## src/rtl/u8tt_pkg.sv

```systemverilog
// ----------------------------------------------------------------------------
// u8tt_pkg
// Shared types and constants of the UTF-8 character table transliterator.
// ----------------------------------------------------------------------------
package u8tt_pkg;

   // request field layout
   localparam int REQ_TDATA_W  = 96;
   localparam int BYTE_W       = 8;
   localparam int INDEX_W      = 6;
   localparam int LEN_W        = 4;
   localparam int SRC_W        = 64;
   localparam int CFG_W        = 7;

   localparam int DATA_LSB     = 0;
   localparam int INDEX_LSB    = 8;
   localparam int TARGET_LSB   = 14;
   localparam int LENGTH_LSB   = 22;
   localparam int SOURCE_LSB   = 26;

   // request kinds carried in tuser
   localparam logic REQ_DATA   = 1'b0;
   localparam logic REQ_LOAD   = 1'b1;

   // character codes
   localparam logic [7:0] CODE_CR    = 8'h0D;
   localparam logic [7:0] CODE_LF    = 8'h0A;
   localparam logic [7:0] CODE_SPACE = 8'h20;
   localparam logic [7:0] CODE_TAB   = 8'h09;

   // output byte source
   localparam logic [1:0] OUT_SEL_NL  = 2'd0;
   localparam logic [1:0] OUT_SEL_TGT = 2'd1;
   localparam logic [1:0] OUT_SEL_CHR = 2'd2;

   typedef struct packed {
      logic [SRC_W-1:0]  source;
      logic [LEN_W-1:0]  length;
      logic [BYTE_W-1:0] target;
   } entry_type;

   typedef struct packed {
      logic       take;        // request accepted this cycle
      logic       scan_start;  // clear scan and emit counters
      logic       scan_step;   // read next table entry
      logic       out_load;    // load output register
      logic [1:0] out_sel;
   } ctrl_cmd_type;

   typedef struct packed {
      logic char_done;   // a data request now would complete the character
      logic is_cr;
      logic is_blank;    // one-byte LF, space or tab
      logic issued_all;
      logic cmp_valid;
      logic cmp_match;
      logic out_free;
      logic emit_last;
   } dp_status_type;

   // number of leading one bits of a lead byte
   function automatic logic [LEN_W-1:0] lead_ones(input logic [7:0] b);
      logic             run;
      logic [LEN_W-1:0] n;
      run = 1'b1;
      n   = '0;
      for (int i = 7; i >= 0; i--) begin
         run = run & b[i];
         n   = n + LEN_W'(run);
      end
      return n;
   endfunction

endpackage

```

## src/rtl/u8tt_ctrl.sv

```systemverilog
// ----------------------------------------------------------------------------
// u8tt_ctrl
// Sequencer: collect, classify, table scan, emit.
// ----------------------------------------------------------------------------
module u8tt_ctrl (
   input  logic                    clock,
   input  logic                    reset,
   input  logic                    req_tvalid,
   output logic                    req_tready,
   input  u8tt_pkg::dp_status_type sts,
   output u8tt_pkg::ctrl_cmd_type  cmd
);
   import u8tt_pkg::*;

   localparam logic [2:0] ST_IDLE     = 3'd0;
   localparam logic [2:0] ST_CHECK    = 3'd1;
   localparam logic [2:0] ST_SCAN     = 3'd2;
   localparam logic [2:0] ST_EMIT_NL  = 3'd3;
   localparam logic [2:0] ST_EMIT_TGT = 3'd4;
   localparam logic [2:0] ST_EMIT_CHR = 3'd5;

   logic [2:0] state_ff, state_in;

   assign req_tready = (state_ff == ST_IDLE);

   always_comb begin
      state_in       = state_ff;
      cmd.take       = 1'b0;
      cmd.scan_start = 1'b0;
      cmd.scan_step  = 1'b0;
      cmd.out_load   = 1'b0;
      cmd.out_sel    = OUT_SEL_NL;
      case (state_ff)
         ST_IDLE: begin
            cmd.take = req_tvalid;
            if (req_tvalid && sts.char_done) begin
               state_in = ST_CHECK;
            end
         end
         ST_CHECK: begin
            cmd.scan_start = 1'b1;
            if (sts.is_cr) begin
               state_in = ST_IDLE;
            end else if (sts.is_blank) begin
               state_in = ST_EMIT_NL;
            end else begin
               state_in = ST_SCAN;
            end
         end
         ST_SCAN: begin
            // read data arrives in the cycle after its address; first hit wins
            if (sts.cmp_valid && sts.cmp_match) begin
               state_in = ST_EMIT_TGT;
            end else if (!sts.issued_all) begin
               cmd.scan_step = 1'b1;
            end else if (!sts.cmp_valid) begin
               state_in = ST_EMIT_CHR;
            end
         end
         ST_EMIT_NL: begin
            cmd.out_sel = OUT_SEL_NL;
            if (sts.out_free) begin
               cmd.out_load = 1'b1;
               state_in     = ST_IDLE;
            end
         end
         ST_EMIT_TGT: begin
            cmd.out_sel = OUT_SEL_TGT;
            if (sts.out_free) begin
               cmd.out_load = 1'b1;
               state_in     = ST_IDLE;
            end
         end
         ST_EMIT_CHR: begin
            cmd.out_sel = OUT_SEL_CHR;
            if (sts.out_free) begin
               cmd.out_load = 1'b1;
               if (sts.emit_last) begin
                  state_in = ST_IDLE;
               end
            end
         end
         default: begin
            state_in = ST_IDLE;
         end
      endcase
   end

   always_ff @(posedge clock) begin
      if (reset) begin
         state_ff <= ST_IDLE;
      end else begin
         state_ff <= state_in;
      end
   end

`ifndef SYNTHESIS
   a_load_when_free: assert property (@(posedge clock) disable iff (reset)
      cmd.out_load |-> sts.out_free)
      else $error("output register overwritten");
   a_step_bound: assert property (@(posedge clock) disable iff (reset)
      cmd.scan_step |-> !sts.issued_all)
      else $error("table read past entry count");
   a_done_to_check: assert property (@(posedge clock) disable iff (reset)
      (req_tvalid && req_tready && sts.char_done) |=> (state_ff == ST_CHECK))
      else $error("completed character not classified");
   a_hit_no_step: assert property (@(posedge clock) disable iff (reset)
      (state_ff == ST_SCAN && sts.cmp_valid && sts.cmp_match) |-> !cmd.scan_step)
      else $error("scan continued past a hit");
`endif

endmodule

```

## config.mk

```make
export PLATFORM = sky130hd
export DESIGN_NAME = u8tt_ctrl
export DESIGN_NICKNAME = d
export VERILOG_FILES = /design/src/rtl/u8tt_pkg.sv /design/src/rtl/u8tt_ctrl.sv
export SDC_FILE = /design/constraint.sdc
export NUM_CORES = 1
export LEC_CHECK = 0
export ABC_AREA = 1
export BUFFER_PORTS_ARGS = -buffer_cell sky130_fd_sc_hd__clkbuf_2
export CAP_MARGIN = 20
export CORE_AREA = 2 2 39 41
export CTS_CLUSTER_DIAMETER = 200
export DETAILED_ROUTE_END_ITERATION = 7
export DIE_AREA = 0 0 41 43
export GPL_TIMING_DRIVEN = 1
export SLEW_MARGIN = 30
export SYNTH_ARGS = -nofsm -noshare
export SYNTH_HDL_FRONTEND = slang
export SYNTH_SLANG_ARGS = --single-unit
```

## constraint.sdc

```tcl
create_clock -name clock -period 0.99 [get_ports clock]
set_input_delay 0.1485 -clock clock [delete_from_list [all_inputs] [get_ports clock]]
set_output_delay 0.1485 -clock clock [all_outputs]
set_load 0.1 [all_outputs]
```

==> results of run 1 <==
==> stage by stage <==
step / utilization [%] / worst slack (ps) / setup TNS, ps / hold WS (ps) / instances
floorplan: - / -334 / -1720 / 306 / 56
CTS: 48.0 / -373 / -2820 / 153 / 100
global placement: 43.1 / -164 / -991 / 402 / 95
finish: 49.5 / -382 / -2730 / 158 / 100
detailed placement: 43.1 / -170 / -1070 / 407 / 95
global route: 49.5 / -422 / -3220 / 164 / 100
==> repair_timing <==
action,4_1_cts,5_1_grt
setup buffers,1,0
pin swaps,2,1
endpoints found under the hold margin,0,0
gates resized for setup,9,6
endpoints found under the setup margin,10,10
hold buffers,0,0
==> final timing paths <==
path / start / end / cells after the start
worst min-delay path: reset / state_ff[1] / 4
worst min register to register: state_ff[0] / state_ff[0] / 4
worst max register to register: state_ff[0] / state_ff[0] / 7
worst max-delay path: state_ff[0] / cmd[3] / 4
==> cells by family after synthesis <==
| logic type | Yosys count |
|---|---|
| compound gates | 1 |
| buf+inv | 14 |
| flops | 3 |
| simple gates | 38 |
==> synthesized netlist by cell type <==
library cell and count:
nor2_2 2, nand2_2 1, inv_1 14, nand3_2 1
nand2_1 18, dfxtp_1 3, nor3_2 1, nor2_1 11
a31oi_1 1, nand3_1 4
==> routing by layer <==
metal,global-route usage (%),vias up
li1,-,221
met1,12.9,170
met2,17.2,13
met3,6.28,0
met4,2.00,0
met5,0,-
==> critical path: stages, from the launching register on <==
cell     delay (ps)
dfxtp_4         370
nor3_4          230
nand2_2         100
nor2_4          100
buf_12          180
==> layout make-up <==
type | count | area [sq um] | area share [%]
multi-input combinational | 39 | 253 | 36.9
timing repair buffer | 24 | 246 | 35.9
sequential | 3 | 71.3 | 10.4
inverter | 14 | 68.8 | 10.0
clock buffer | 4 | 26.3 | 3.83
tap | 16 | 20.0 | 2.92
==> results.md, run 1 <==
* Cell accounting for the most synthesized area: nand2_1
* Synth warn at 0
* Drt drc at 0
* Largest reg by FF count: state_ff
* Die H at 43 um
* Via density at 4.04
* Setup Skew at 5.31 ps
* Crit path max fanout at 6
* Most frequent cells in the layout: nand2_1 (15), clkbuf_2 (10), inv_1 (8), nor2_1 (8), buf_12 (7)
* Worst Slack Setup Final at -382 ps
* Clock transition at the registers of the reported paths at 40 ps
* Worst-Skew Late Latency at 240 ps
* DR WL met3 at 57 um
* Post-Synth XOR/XNOR Area at 0%
* TritonCTS Buffers at 3
* Final setup viols at 10
* DR iter-0 viols at 2
* Starting Density at 20.7%
* Highest Signal Layer: met3
* Std cell rows at 14
* Total iterations of the first detailed-routing run at 4
* Most common cell after layout, fill and taps aside: nand2_1
* Drt wl/cell at 8.35 um
* Critical Path Source Type: flop
* Antenna-violating nets left at 0
* Failing checks: negative setup slack
* Req. time, crit path at 840 ps
* Seq/Total Area, Yosys at 21.0%
* Syn Inst Count at 56
* Syn_nets at 67
* Placeable Area at 1380 sq um
* Die area at 1760 sq um
* Cell Area, Synth at 287 sq um
* Buffers on Ports at 17
* Fin. max-slew vios at 0
* Unrepaired setup endpoints after global routing: yes
* Worst Tran Pin Value at 187 ps
* Synth Area in Compound Gates at 2.18%
* Minimum clock period at 1370 ps
* Max cap viols at 0
* Share of cells above drive strength 1 at 60.7%
* Area contributors post-synth: nand2_1 (24%), dfxtp_1 (21%), inv_1 (18%), nor2_1 (14%), nand3_1 (7.0%)
* Largest family of logic cells by synthesized area: simple AND/OR/NAND/NOR gates
* Overflow after GRT at 0
* Layout area overhead at 139%
* Post-Route WL at 835 um
* Crit Path Category: reg2out
* Achievable Freq at 729 MHz
* Yosys top cell area share at 23.6%
* Die W at 41 um
* Hold Path Class: in2reg
* Slew headroom at 87.5%
* Net count, final at 96
* Initial antenna violation count at 0
* Largest net degree at the start of global routing at 7
* Adder-cell share of the synthesized area at 0%
* Gpl congestion at 0.822
* CTS H-Tree Depth at 1
* Final Hold Viols at 0
* Syn Area/Cell at 5.12 sq um
* Fillers at 138
* Status: finished, violations left
* I/O pins at 18
* Worst Path Arrival at 1220 ps
* Yosys cell types at 10
* Top Registers: state_ff: 3 flops
* Placed Area at 597 sq um
* GRT Util Overall at 11.1%
* Vias in the first global route at 338
* Fin crit share at 139%
* CTS Root Cell: clkbuf_4
* Multiplexer share of the synthesized area at 0%
* Antenna diode count at 0
* Max reg flops at 3
* Worst reg2reg setup slack at -190 ps
* CTS tree: done
* Post-Layout Inst Area at 686 sq um
* Met2 WL post-DR at 425 um
* Type of destination of the critical path: output pin
* CTS Sinks at 3
* Longest Clk Path Bufs at 2
* Vias at 404
* First-pass GRT wire length at 1.30 mm
* Met1 wire length at 352 um
* FF+latch count, synth at 3
* Simple-gate share of the synthesized area at 58.5%
Power of run 1 is left out: the tool's default activity adds up to more than one toggle a clock period on the data nets, which glitch-free logic cannot reach.
==> run 2, diff against run 1 <==
--- a/config.mk
+++ b/config.mk
@@ -9,6 +9,7 @@
 export BUFFER_PORTS_ARGS = -buffer_cell sky130_fd_sc_hd__clkbuf_2
 export CAP_MARGIN = 20
 export CORE_AREA = 2 2 39 41
+export CTS_BUF_LIST = sky130_fd_sc_hd__clkbuf_16
 export CTS_CLUSTER_DIAMETER = 200
 export DETAILED_ROUTE_END_ITERATION = 7
 export DIE_AREA = 0 0 41 43
==> results.md, run 2 (synthesis gave the netlist of run 1 again) <==
* Fin. max-slew vios at 0
* Worst Tran Pin Value at 168 ps
* WP buf/inv at 1
* Top Registers: state_ff: 3 flops
* Largest net degree at the start of global routing at 7
* Crit path max-delay family: flip-flops
* Final Hold Viols at 0
* Unrepaired setup endpoints after global routing: yes
* CTS tree: done
* Req. time, crit path at 840 ps
* Most frequent cells in the layout: nand2_1 (15), clkbuf_2 (10), inv_1 (9), nor2_1 (9)
* Failing checks: negative setup slack
* Slowest-stage cell, CP: dfxtp_4
* Drt drc at 0
* GRT Util Overall at 12.1%
* Longest Clk Path Bufs at 2
* Setup crit start: state_ff[0]
* Setup Skew at 2.93 ps
* CTS H-Tree Depth at 1
* Die H at 43 um
* DR iter-0 viols at 3
* Hold Path Origin: reset
* Worst Slack Setup Final at -348 ps
* Die W at 41 um
* Max reg flops at 3
* Layout area overhead at 155%
* Status: finished, violations left
* Buffers on Ports at 17
* Post-Route WL at 821 um
* Worst-Skew Late Latency at 220 ps
* First-pass GRT wire length at 1.39 mm
* WHS at 175 ps
* Most common cell after layout, fill and taps aside: nand2_1
* TritonCTS Buffers at 3
* Minimum clock period at 1340 ps
* Placeable Area at 1380 sq um
* Slew headroom at 88.7%
* Crit path max fanout at 6
* Total iterations of the first detailed-routing run at 3
* Hold Path Class: in2reg
* Final setup viols at 10
* Max cap viols at 0
* Crit-path cells: nor2_4 -> nand2_2 -> a31oi_4 -> buf_12
* CP max stage delay at 370 ps
* Achievable Freq at 748 MHz
* Overflow after GRT at 0
* Antenna diode count at 0
* Gpl congestion at 0.822
* Critical Path Source Type: flop
* Initial antenna violation count at 0
* Die area at 1760 sq um
* Share of cells above drive strength 1 at 59.5%
* Vias in the first global route at 346
* Type of destination of the critical path: output pin
* Drt wl/cell at 8.21 um
* Fin crit share at 135%
* R2r startpoint: state_ff[0]
* Net count, final at 96
* I/O pins at 18
* Vias at 407
* CTS Sinks at 3
* Starting Density at 20.7%
* Worst Path Arrival at 1190 ps
* Largest reg by FF count: state_ff
* Std cell rows at 14
* Antenna-violating nets left at 0
* Clock transition at the registers of the reported paths at 30 ps
* Crit Path Category: reg2out
* Via density at 4.07
* CTS Root Cell: clkbuf_16
run 2: changes by cell type in the layout (fill, tap and decap cells not counted), sizes merged:
| cell | change |
|---|---|
| inv | +1 |
| clkbuf | -1 |
run 2: routing by layer:
layer / GRT usage [%] / vias up / wire, um
met5: 0 / - / 0
met3: 6.28 / 0 / 57
li1: - / 219 / -
met4: 6.00 / 0 / 0
met2: 17.8 / 13 / 435
met1: 13.5 / 175 / 329
run 2: layout make-up:
class	count	area (sq um)
timing repair buffer	24	243
tap	16	20.0
clock buffer	3	75.1
sequential	3	71.3
multi-input combinational	39	250
clock inverter	1	3.75
inverter	14	66.3
fill	134	654
run 2: timing repair:
item | 4_1_cts | 5_1_grt
setup endpoints to repair | 10 | 10
endpoints found under the hold margin | 0 | 0
hold buffers | 0 | 0
setup buffers | 1 | 0
pin swaps | 2 | 0
gates resized for setup | 9 | 3
run 2: worst register-to-register path, delay by kind of cell (launching register included):
kind                   cells  cell delay (ps)
AND/OR/NAND/NOR            6              520
flip-flops                 1              370
buffers and inverters      1              160
run 2: through the flow:
stage	instance area, sq um	TNS, ps	worst slack [ps]	instances	util [%]
finish	729	-2560	-348	100	52.7
global route	729	-3120	-395	100	52.7
CTS	719	-2720	-356	100	52.0
detailed placement	597	-1070	-170	95	43.1
global placement	597	-991	-164	95	43.1
floorplan	342	-1720	-334	56	-
run 2: worst paths after layout:
check	endpoint	slack [ps]	cells after the start
setup / recovery	cmd[2]	-350	4
hold / removal	state_ff[0]	180	4
setup reg to reg	state_ff[1]	-160	7
hold reg to reg	state_ff[0]	590	4
Power of run 2 is left out for the same reason.
